**src/rtl/atlas_rect_slice_splitter_assert.svh**
```systemverilog
`ifndef ATLAS_RECT_SLICE_SPLITTER_ASSERT_SVH
`define ATLAS_RECT_SLICE_SPLITTER_ASSERT_SVH
// same-cycle implication, held off during reset
`define ARSS_ASSERT_NOW(label, ante, cons, msg) \
  label: assert property (@(posedge clk) disable iff (rst) (ante) |-> (cons)) else $error(msg);
// next-cycle implication, held off during reset
`define ARSS_ASSERT_NEXT(label, ante, cons, msg) \
  label: assert property (@(posedge clk) disable iff (rst) (ante) |=> (cons)) else $error(msg);
`endif

```
**src/rtl/arss_pkg.sv**
```systemverilog
package arss_pkg;
  localparam int SLICE_ROWS = 1024;
  localparam int SLICE_LOG2 = 10;
  localparam int MAX_SLICES = 4;
  localparam int DIV_NUM_W = 40;
  localparam int DIV_DEN_W = 16;
  localparam int DIV_CNT_W = 6;

  localparam logic [1:0] REG_ATLAS_WIDTH = 2'd0;
  localparam logic [1:0] REG_ATLAS_HEIGHT = 2'd1;
  localparam logic [1:0] REG_SOURCE_SCALE = 2'd2;

  typedef struct packed {
    logic busy;
    logic done;
  } div_stat_t;
endpackage

```
**src/rtl/arss_div.sv**
```systemverilog
module arss_div (
  input  logic clk,
  input  logic rst,
  input  logic start,
  input  logic [arss_pkg::DIV_NUM_W-1:0] num,
  input  logic [arss_pkg::DIV_DEN_W-1:0] den,
  output logic [arss_pkg::DIV_NUM_W-1:0] quo,
  output arss_pkg::div_stat_t stat
);
  import arss_pkg::*;

  logic [DIV_DEN_W-1:0] rem;
  logic [DIV_DEN_W-1:0] den_q;
  logic [DIV_CNT_W-1:0] cnt;
  logic done;
  logic [DIV_DEN_W:0] trial;
  logic fits;

  assign trial = {rem, quo[DIV_NUM_W-1]};
  assign fits = trial >= {1'b0, den_q};
  assign stat.busy = cnt != '0;
  assign stat.done = done;

  always_ff @(posedge clk) begin
    if (rst) begin
      cnt <= '0;
      done <= 1'b0;
    end else begin
      done <= 1'b0;
      if (start) begin
        quo <= num;
        rem <= '0;
        den_q <= den;
        cnt <= DIV_CNT_W'(DIV_NUM_W);
      end else if (cnt != '0) begin
        quo <= {quo[DIV_NUM_W-2:0], fits};
        rem <= fits ? DIV_DEN_W'(trial - {1'b0, den_q}) : trial[DIV_DEN_W-1:0];
        cnt <= cnt - 1'b1;
        if (cnt == DIV_CNT_W'(1)) done <= 1'b1;
      end
    end
  end
endmodule

```
**src/rtl/atlas_rect_slice_splitter.sv**
```systemverilog
// channel | direction | words
// in      | sink      | one rectangle, corners and colour
// out     | source    | one quad per slice segment, last on the final one
// cfg     | sink      | register index and data, always ready
// Each division runs on the one shared divider (start, 40 steps, result):
// 4 scale divisions, then 8 interpolations per segment, each after a multiply step.
// A new rectangle is taken only in idle, once the last quad has been emitted;
// a rejected rectangle holds in_ready low through its scale divisions and the check.
// Reset clears control and sets the registers to 1024, 1024 and 1.
// A stalled output holds its word; work on the next segment goes on, emit waits.
`include "atlas_rect_slice_splitter_assert.svh"
module atlas_rect_slice_splitter (
  input  logic clk,
  input  logic rst,
  input  logic in_valid,
  output logic in_ready,
  input  logic signed [15:0] src_x,
  input  logic signed [15:0] src_y,
  input  logic signed [15:0] src_w,
  input  logic signed [15:0] src_h,
  input  logic [47:0] corner_top_left,
  input  logic [47:0] corner_top_right,
  input  logic [47:0] corner_bottom_right,
  input  logic [47:0] corner_bottom_left,
  input  logic [31:0] tint,
  output logic out_valid,
  input  logic out_ready,
  output logic [47:0] seg_top_left,
  output logic [47:0] seg_top_right,
  output logic [47:0] seg_bottom_right,
  output logic [47:0] seg_bottom_left,
  output logic [10:0] tex_col_start,
  output logic [10:0] tex_col_end,
  output logic [10:0] tex_row_start,
  output logic [10:0] tex_row_end,
  output logic [1:0] slice_number,
  output logic [10:0] slice_rows,
  output logic [31:0] seg_tint,
  output logic last,
  input  logic cfg_valid,
  output logic cfg_ready,
  input  logic [1:0] cfg_index,
  input  logic [12:0] cfg_data
);
  import arss_pkg::*;

  typedef enum logic [2:0] {
    ST_IDLE, ST_DSTART, ST_DWAIT, ST_CHECK, ST_SEG, ST_MUL, ST_EMIT
  } state_t;

  state_t state;
  logic lerp_phase;
  logic [1:0] div_idx;
  logic [2:0] job;
  logic [10:0] atlas_width;
  logic [12:0] atlas_height;
  logic [3:0] source_scale;
  logic signed [15:0] r_src [4];
  logic [47:0] c_tl, c_tr, c_br, c_bl;
  logic [31:0] r_tint;
  logic signed [16:0] scaled [4];
  logic [10:0] col_start, col_end;
  logic [12:0] my, mh, yc, yend;
  logic [12:0] k0, k1;
  logic [10:0] row_start, row_end, seg_srows;
  logic [1:0] seg_slice;
  logic seg_last;
  logic [1:0] n_seg;
  logic [12:0] next_yc;
  logic signed [41:0] prod;
  logic [23:0] pt_x [4];
  logic [23:0] pt_y [4];

  logic [DIV_NUM_W-1:0] div_num, div_quo;
  logic [DIV_DEN_W-1:0] div_den;
  logic div_start;
  div_stat_t div_stat;

  arss_div u_div (
    .clk(clk), .rst(rst), .start(div_start), .num(div_num), .den(div_den),
    .quo(div_quo), .stat(div_stat)
  );

  logic [3:0] scale_eff;
  logic signed [15:0] src_sel;
  logic signed [16:0] src_ext, src_mag, q17, q_signed;
  logic [41:0] prod_mag;
  logic [24:0] q25, delta;
  logic [47:0] pa, pb;
  logic [23:0] a_sel, b_sel;
  logic signed [24:0] diff;
  logic [12:0] k_sel;
  logic [23:0] lerp_res;

  assign scale_eff = (source_scale == '0) ? 4'd1 : source_scale;
  assign src_sel = r_src[div_idx];
  assign src_ext = {src_sel[15], src_sel};
  assign src_mag = src_sel[15] ? 17'sd0 - src_ext : src_ext;
  assign q17 = div_quo[16:0];
  assign q_signed = src_sel[15] ? 17'sd0 - q17 : q17;
  assign prod_mag = prod[41] ? 42'(-prod) : 42'(prod);
  assign q25 = div_quo[24:0];
  assign delta = prod[41] ? 25'd0 - q25 : q25;
  assign lerp_res = a_sel + delta[23:0];

  always_comb begin
    if (lerp_phase) begin
      div_num = DIV_NUM_W'(prod_mag) + DIV_NUM_W'(mh >> 1);
      div_den = DIV_DEN_W'(mh);
    end else begin
      div_num = DIV_NUM_W'(unsigned'(src_mag));
      div_den = DIV_DEN_W'(scale_eff);
    end
  end

  always_comb begin
    case (job[2:1])
      2'd0, 2'd3: begin
        pa = c_tl;
        pb = c_bl;
      end
      default: begin
        pa = c_tr;
        pb = c_br;
      end
    endcase
    a_sel = job[0] ? pa[23:0] : pa[47:24];
    b_sel = job[0] ? pb[23:0] : pb[47:24];
    k_sel = job[2] ? k1 : k0;
  end
  assign diff = 25'($signed(b_sel)) - 25'($signed(a_sel));
  assign div_start = state == ST_DSTART;

  logic signed [16:0] mx_s, my_s, mw_s, mh_s;
  logic signed [17:0] x_end, y_end;
  logic reject;

  always_comb begin
    mx_s = scaled[0];
    my_s = scaled[1];
    mw_s = scaled[2];
    mh_s = scaled[3];
    if (mw_s <= 0 && r_src[2] > 0) mw_s = 17'sd1;
    if (mh_s <= 0 && r_src[3] > 0) mh_s = 17'sd1;
    x_end = 18'(mx_s) + 18'(mw_s);
    y_end = 18'(my_s) + 18'(mh_s);
    reject = mw_s <= 0 || mh_s <= 0 || mx_s < 0 || my_s < 0
          || x_end > $signed({7'd0, atlas_width})
          || y_end > $signed({5'd0, atlas_height});
  end

  logic [12:0] sy, srows, send, seg_end;
  logic [2:0] si, nslices, next_si;
  logic [13:0] nsl_raw;

  always_comb begin
    si = yc[12:SLICE_LOG2];
    sy = 13'(si) << SLICE_LOG2;
    srows = atlas_height - sy;
    if (srows > 13'(SLICE_ROWS)) srows = 13'(SLICE_ROWS);
    send = sy + srows;
    seg_end = (yend < send) ? yend : send;
    next_si = seg_end[12:SLICE_LOG2];
    nsl_raw = (14'(atlas_height) + 14'(SLICE_ROWS - 1)) >> SLICE_LOG2;
    nslices = (nsl_raw > 14'(MAX_SLICES)) ? 3'(MAX_SLICES) : nsl_raw[2:0];
  end

  assign in_ready = state == ST_IDLE;
  assign cfg_ready = 1'b1;

  always_ff @(posedge clk) begin
    if (rst) begin
      state <= ST_IDLE;
      out_valid <= 1'b0;
      atlas_width <= 11'd1024;
      atlas_height <= 13'd1024;
      source_scale <= 4'd1;
      lerp_phase <= 1'b0;
      div_idx <= '0;
      job <= '0;
      n_seg <= '0;
    end else begin
      if (cfg_valid) begin
        case (cfg_index)
          REG_ATLAS_WIDTH: atlas_width <= cfg_data[10:0];
          REG_ATLAS_HEIGHT: atlas_height <= cfg_data;
          REG_SOURCE_SCALE: source_scale <= cfg_data[3:0];
          default: ;
        endcase
      end
      if (out_valid && out_ready && state != ST_EMIT) out_valid <= 1'b0;
      case (state)
        ST_IDLE: begin
          if (in_valid) begin
            r_src[0] <= src_x;
            r_src[1] <= src_y;
            r_src[2] <= src_w;
            r_src[3] <= src_h;
            c_tl <= corner_top_left;
            c_tr <= corner_top_right;
            c_br <= corner_bottom_right;
            c_bl <= corner_bottom_left;
            r_tint <= tint;
            lerp_phase <= 1'b0;
            div_idx <= '0;
            state <= ST_DSTART;
          end
        end
        ST_DSTART: state <= ST_DWAIT;
        ST_DWAIT: begin
          if (div_stat.done) begin
            if (lerp_phase) begin
              if (job[0]) pt_y[job[2:1]] <= lerp_res;
              else pt_x[job[2:1]] <= lerp_res;
              job <= job + 1'b1;
              state <= (job == 3'd7) ? ST_EMIT : ST_MUL;
            end else begin
              scaled[div_idx] <= q_signed;
              div_idx <= div_idx + 1'b1;
              state <= (div_idx == 2'd3) ? ST_CHECK : ST_DSTART;
            end
          end
        end
        ST_CHECK: begin
          if (reject || my_s[12:SLICE_LOG2] >= nslices) begin
            state <= ST_IDLE;
          end else begin
            col_start <= mx_s[10:0];
            col_end <= x_end[10:0];
            my <= my_s[12:0];
            mh <= mh_s[12:0];
            yc <= my_s[12:0];
            yend <= y_end[12:0];
            n_seg <= '0;
            state <= ST_SEG;
          end
        end
        ST_SEG: begin
          k0 <= yc - my;
          k1 <= seg_end - my;
          row_start <= 11'(yc - sy);
          row_end <= 11'(seg_end - sy);
          seg_srows <= srows[10:0];
          seg_slice <= si[1:0];
          seg_last <= seg_end >= yend || n_seg == 2'(MAX_SLICES - 1)
                   || next_si >= nslices;
          next_yc <= seg_end;
          lerp_phase <= 1'b1;
          job <= '0;
          state <= ST_MUL;
        end
        ST_MUL: begin
          prod <= 42'(diff) * $signed({4'd0, k_sel});
          state <= ST_DSTART;
        end
        ST_EMIT: begin
          if (!out_valid || out_ready) begin
            out_valid <= 1'b1;
            seg_top_left <= {pt_x[0], pt_y[0]};
            seg_top_right <= {pt_x[1], pt_y[1]};
            seg_bottom_right <= {pt_x[2], pt_y[2]};
            seg_bottom_left <= {pt_x[3], pt_y[3]};
            tex_col_start <= col_start;
            tex_col_end <= col_end;
            tex_row_start <= row_start;
            tex_row_end <= row_end;
            slice_number <= seg_slice;
            slice_rows <= seg_srows;
            seg_tint <= r_tint;
            last <= seg_last;
            if (seg_last) begin
              state <= ST_IDLE;
            end else begin
              yc <= next_yc;
              n_seg <= n_seg + 1'b1;
              state <= ST_SEG;
            end
          end
        end
        default: state <= ST_IDLE;
      endcase
    end
  end

  `ARSS_ASSERT_NEXT(a_busy_after_accept, in_valid && in_ready, !in_ready, "ready after accept")
  `ARSS_ASSERT_NOW(a_div_done_waited, div_stat.done, state == ST_DWAIT, "stray divider result")
  `ARSS_ASSERT_NOW(a_div_busy_waited, div_stat.busy, state == ST_DWAIT, "divider busy out of wait")
endmodule
```
**config.mk**
```make
export PLATFORM = sky130hd
export DESIGN_NAME = atlas_rect_slice_splitter
export DESIGN_NICKNAME = d
export VERILOG_FILES = /design/src/rtl/arss_pkg.sv /design/src/rtl/arss_div.sv /design/src/rtl/atlas_rect_slice_splitter.sv
export VERILOG_INCLUDE_DIRS = /design/src /design/src/rtl
export SDC_FILE = /design/constraint.sdc
export NUM_CORES = 2
export LEC_CHECK = 0
export BUFFER_PORTS_ARGS = -buffer_cell sky130_fd_sc_hd__buf_4
export CORE_ASPECT_RATIO = 0.6
export CORE_MARGIN = 1
export CORE_UTILIZATION = 60
export DETAILED_ROUTE_END_ITERATION = 12
export PLACE_DENSITY = 0.89
export SLEW_MARGIN = 25
export SYNTH_ARGS = -nofsm -noshare
export SYNTH_HDL_FRONTEND = slang
export SYNTH_SLANG_ARGS = --single-unit
```
**constraint.sdc**
```tcl
create_clock -name clk -period 34.7 [get_ports clk]
set_clock_uncertainty 0.1 [all_clocks]
set_input_delay 5.205 -clock clk [delete_from_list [all_inputs] [get_ports clk]]
set_output_delay 5.205 -clock clk [all_outputs]
set_load 0.01 [all_outputs]
```
Yosys cells after proc, flatten, opt, wreduce, memory -nomap -nowiden
Memories as Yosys holds them, arrays and structs flattened. A register that Yosys moved wholly into a read port is not among the register bits.
Cells that the tools add are included.
- bits of input ports: 308
- output and inout port bits: 285
- logic and storage cells: 230
- memories: 4
- bits in writable memories: 324
- register bits: 621
- eq/ne operators: 21
- add/subtract/negate cells: 21
- mux-type cells: 76
- bitwise gates (word level): 3
- multiply operators: 1
- order comparisons: 17
- reductions and logical operators: 43
- memory list (name ; depth ; bits a word ; rd ports ; clocked after Yosys merged registers in ; write ports ; RTL line ; RTL):
    pt_x ; 4 ; 24 ; 4 ; 4 ; 1 ; atlas_rect_slice_splitter.sv:71 ; logic [23:0] pt_x [4];
    pt_y ; 4 ; 24 ; 4 ; 4 ; 1 ; atlas_rect_slice_splitter.sv:72 ; logic [23:0] pt_y [4];
    scaled ; 4 ; 17 ; 4 ; 0 ; 1 ; atlas_rect_slice_splitter.sv:61 ; logic signed [16:0] scaled [4];
    r_src ; 4 ; 16 ; 3 ; 1 ; 4 ; atlas_rect_slice_splitter.sv:58 ; logic signed [15:0] r_src [4];
- operator list (cell ; number):
    $mux 40 ; 4
    $mux 48 ; 2
    $mux 13 ; 6
    $mux 24 ; 3
    $le 17x1->1 const B ; 4
    $mux 17 ; 4
    $add 40x12->40 ; 1
    $neg 39->40 ; 1
    $mul 25x14->39 ; 1
    $sub 13x13->13 ; 3
    $add 17x17->18 ; 2
    $lt 17x1->1 const B ; 2
    $gt 16x1->1 const B ; 2
    $mux 16 ; 2
    $mux 3 ; 9
    $mux 1 ; 26
    $pmux 13 s2 ; 1
    $sub 24x24->25 ; 1
    $add 24x24->24 ; 1
    $sub 1x24->24 const A ; 1
    $sub 11x11->11 ; 2
    $pmux 3 s7 ; 1
    $mux 2 ; 10
    $gt 18x12->1 ; 1
    44 further kinds ; 92

Logic depth before layout (Yosys ltp)
An unclocked memory read counts as a cell.
- depth in word-level cells: 13
- gate-level depth with buffers: 48
- gate-level depth less buffers: 41

Hierarchy
A second synthesis with hierarchy kept.
- cell total of the unflattened synthesis: 4551
- area, all modules: 60120.2 um2
- modules (own cells, without submodules) (module ; cells an instance ; sequential area each (um2) ; times used ; area an instance (um2)):
    atlas_rect_slice_splitter ; 4226 ; 31049.8 ; 1 ; 55921.1
    arss_div ; 325 ; 2302.2 ; 1 ; 4199.0

Worst setup path before layout
OpenSTA, ideal clock, no wires.
- kind: input port to flip-flop
- from: input rst
- to: register c_bl[0], enable pin
- data required time: 33.244 ns
- arrival: 26.684 ns
- path buffers: 2
- setup time: 1.356 ns
- cell stages on the path: 3
- path slack: 6.559 ns
- cells stage by stage: clkbuf_1 buf_1 nor4_1
- longest elaborated chain between the ends: 2
- RTL lines (element ; RTL line ; RTL):
    start: declaration ; atlas_rect_slice_splitter.sv:14 ; input logic rst,
    $not 1->1 (no line) ; n/a ;
    $reduce_and 3->1 (no line) ; n/a ;
    end signal: assignment ; atlas_rect_slice_splitter.sv:202 ; c_bl <= corner_bottom_left;
    end: declaration ; atlas_rect_slice_splitter.sv:59 ; logic [47:0] c_tl, c_tr, c_br, c_bl;
Every way passes these cells.
A chain may end at the register's enable or synchronous reset.

Worst setup path in the final report
- from: register job[1]
- to: register prod[35], data pin
- longest elaborated chain between the ends: 6
- elaborated cells on any way between the ends: 9
- classes of those cells: add/sub (1); mul (1); eq/ne (1); mux (4); reduce/logical (2)
- RTL lines (element ; RTL line ; RTL):
    start: declaration ; atlas_rect_slice_splitter.sv:54 ; logic [2:0] job;
    start signal: assignment ; atlas_rect_slice_splitter.sv:215 ; job <= job + 1'b1;
    $eq 2x2->1 or $logic_not 2->1 (tied branches) ; atlas_rect_slice_splitter.sv:117 ; case (job[2:1])
    $reduce_or 2->1 (*) ; atlas_rect_slice_splitter.sv:117 ;
    $mux 48 ; atlas_rect_slice_splitter.sv:117 ;
    $mux 24, on equally long branches ; atlas_rect_slice_splitter.sv:128, atlas_rect_slice_splitter.sv:127 ;
    $sub 24x24->25 (*) ; atlas_rect_slice_splitter.sv:131 ; assign diff = 25'($signed(b_sel)) - 25'($signed(a_sel));
    $mul 25x14->39 (*) ; atlas_rect_slice_splitter.sv:253 ; prod <= 42'(diff) * $signed({4'd0, k_sel});
    end signal: assignment ; atlas_rect_slice_splitter.sv:253 ;
    end: declaration ; atlas_rect_slice_splitter.sv:70 ; logic signed [41:0] prod;
Mark *: on every way between the ends. The rest lies on a longest branch, timed or not.

==> run_results.csv <==
group,metric,value,unit
outcome,status,"completed",
cts,worstSkewPairLatency,0.74,ns
power_and_ir_drop,ir_worst_vdd,228,uV
routing,firstDrtPassIters,6,
die,core_area,98300,um^2
synth,yosysUniqueCellTypes,103,
synth,synth_edf_count,1075,
sta,hold_viol_final,0,
place,postPlaceCellArea,65700,um^2
cts,cts_buffers,97,
setup_path,cp.required,35.04,ns
cts,clockBufferDepth,3,
final_layout,final_area,69000,um^2
die,ios,593,
synth,yosys.area.top_type,"edfxtp_1",
routing,drt_wl_total,165000,um
final_layout,drive_gt1_frac,0.184,
setup_path,worst_setup_path_end_kind,"flip-flop",
cts,cts_sinks,1124,
global_route,grt_max_degree,189,
routing,met3WireLength,23600,um
routing,drtAntennaViolNets,0,
routing,drc,0,
sta,rsz0062_at_grt,"false",
synth,synth_top_cell_area_share,0.542,
setup_path,crit_slowest_cell,"mux4_2",
global_route,grt_pass1_vias,38614,
synth,ys_seq_area_frac,0.559,
setup_path,crit_type,"reg2reg",
worst_hold_path,min_from,"seg_srows[8]",
setup_path,crit-reg2reg-launch,"job[1]",
power_and_ir_drop,p_leak,27.6,nW
setup_path,cp_max_fo,40,
final_layout,syn_to_final_growth,15.9,%
die,dieArea,101000,um^2
sta,worst_pin_slew,1.20,ns
global_route,antenna_found_initial,13,
cts,clkTransAtPathRegs,0.07,ns
final_layout,nNetsFinal,6057,
cts,cts_setup_buffers,0,
power_and_ir_drop,finalPower,6.27,mW
setup_path,cp_num_cells,37,
sta,slew_headroom,0.191,
die,dieWidth,409,um
cts,h-tree-depth,3,
synth,mappedNetlistArea,59500,um^2
routing,wl_met2,70000,um
synth,syn_inst,4528,
place,dp_hpwl,123000,um
setup_path,rrSetupSlack,22.82,ns
sta,finalMaxSlewViolations,0,
place,globalplace.congestion,0.955,
cts,cts_tree,"built",
routing,first_iter_violations,4829,
setup_path,reg2regPathDepth,37,
place,io_buffers,590,
synth,yosysWarnings,0,
worst_hold_path,min_path_type,"reg2reg",
sta,setup_tns,0,ns
global_route,overflow,0,
sta,post-route-min-period,11.88,ns
synth,synth_async_sr_flop_share,0,
sta,finalSetupViolations,0,
worst_hold_path,holdPathStages,0,
routing,viasPerCell,6.00,
synth,ys_seq_elements,1124,
routing,routed_wire_length_per_instance,25.1,um
setup_path,critPathArrivalTime,12.22,ns
global_route,grt_usage,0.326,
cts,post_cts_resized,0,
worst_hold_path,hold_end,"slice_rows[8]",
flow_run,maxCapViolCount,0,
synth,synthTopCellsByArea,"edfxtp_1 54%, fa_1 10%, ha_1 6.0%, inv_1 3.3%, xnor2_1 2.8%",
cts,ctsHoldBuffers,0,
synth,synth.avg_cell_area,13.1,um^2
routing,vias,39310,
sta,whs,0.277,ns
die,start_util,0.605,
setup_path,worstReg2RegEnd,"prod[35]",
setup_path,cp.buffers_inverters,7,
setup_path,start_kind,"flip-flop",
die,die_h,246,um
setup_path,slowest_delay,0.67,ns
global_route,grt_first_pass_wirelength,242000,um
routing,routedLengthMet1,67500,um
setup_path,crit_family,"adder cells",
die,rows,89,
sta,finalCritPeriodShare,0.342,
synth,synth_flop_cell,"edfxtp_1",
power_and_ir_drop,power_density,90.9,nW/um^2
cts,cts.root.buffer_cell,"clkbuf_16",
sta,clock.fmax,84.2,MHz
routing,highest_layer,"met5",
-- registers in the layout, indices dropped and copies added, names as in the netlist, 48 cells and up, named ones only --
name	flops
pt_y	96
pt_x	96
seg_bottom_left	48
c_br	48
c_tl	48
c_tr	48
seg_top_right	48
scaled	68
c_bl	48
seg_bottom_right	48
seg_top_left	48
r_src	64
-- report_power, final --
group / switching, mW / internal [mW] / leakage, nW / total [mW]
logic: 2.01 / 1.36 / 15.8 / 3.37
registers: 0.0349 / 1.76 / 10.2 / 1.80
clock network: 0.512 / 0.592 / 1.54 / 1.10
total: 2.56 / 3.72 / 27.6 / 6.27
-- cell families after synthesis --
family	share of synthesized area
flip-flops	0.559
XOR/XNOR	0.0417
multiplexers	0.0358
AND/OR/NAND/NOR	0.0902
AO/OA/AOI/OAI	0.0664
buffers and inverters	0.0426
adder cells (fa/ha/maj)	0.164
other	0.000126
-- layout by cell type (no fill, tap or decap), types with 72 or more instances in the layout --
cell type	netlist	final
buf_4	3	639
fa_1	311	311
nor2_1	310	306
ha_1	284	283
xnor2_1	188	181
nor2b_1	85	83
nand2_1	397	397
o21ai_0	160	159
edfxtp_1	1075	1075
inv_1	528	528
xor2_1	90	85
a21oi_1	173	172
a21o_1	72	72
clkbuf_16	0	97
-- stage by stage --
stage	utilization	setup WS, ns	cells
2_1_floorplan	-	6.56	4529
3_3_place_gp	0.667	22.92	6372
3_5_place_dp	0.668	22.97	6372
4_1_cts	0.700	22.99	6548
5_1_grt	0.701	22.13	6550
6_report	0.701	22.82	6554
-- synth_stat cells, drive strengths merged (18+ instances only) --
| cell | count |
|---|---|
| nand3 | 33 |
| nand2 | 398 |
| mux4 | 65 |
| ha | 284 |
| dfxtp | 49 |
| nor3 | 51 |
| o21ai | 169 |
| or3 | 37 |
| buf | 30 |
| clkbuf | 86 |
| and2 | 41 |
| a21oi | 174 |
| inv | 528 |
| or2 | 18 |
| o31ai | 30 |
| xor2 | 90 |
| nand4 | 21 |
| xnor2 | 188 |
| mux2i | 34 |
| fa | 311 |
| nor2 | 311 |
| edfxtp | 1075 |
| a21o | 72 |
| mux2 | 29 |
| nor2b | 85 |
| a21boi | 19 |
| nor4 | 33 |
| nand2b | 47 |
-- layer usage --
metal | vias up | track usage
li1 | 17152 | -
met1 | 19405 | 0.467
met2 | 2459 | 0.478
met3 | 282 | 0.120
met4 | 12 | 0.0728
met5 | - | 0
-- worst max path at each step --
stage | start | end | slack [ns]
6_report | job[1] | prod[35] | 22.82
5_1_grt | job[1] | prod[35] | 22.13
4_1_cts | job[1] | prod[35] | 22.99
3_5_place_dp | job[1] | prod[35] | 22.97
3_3_place_gp | job[1] | prod[35] | 22.92
2_1_floorplan | rst | c_bl[0] | 6.56
-- area by class of cell --
cell class / instances / area (um^2)
clock buffers: 116 / 2510
inverters: 529 / 1990
flip-flops and latches: 1124 / 33300
repair buffers: 643 / 4880
fillers: 6331 / 29400
well taps: 1319 / 1650
diodes: 4 / 10.0
multi-input cells: 2759 / 24000
clock inverters: 60 / 688
Power figures use the tool's default switching activity.
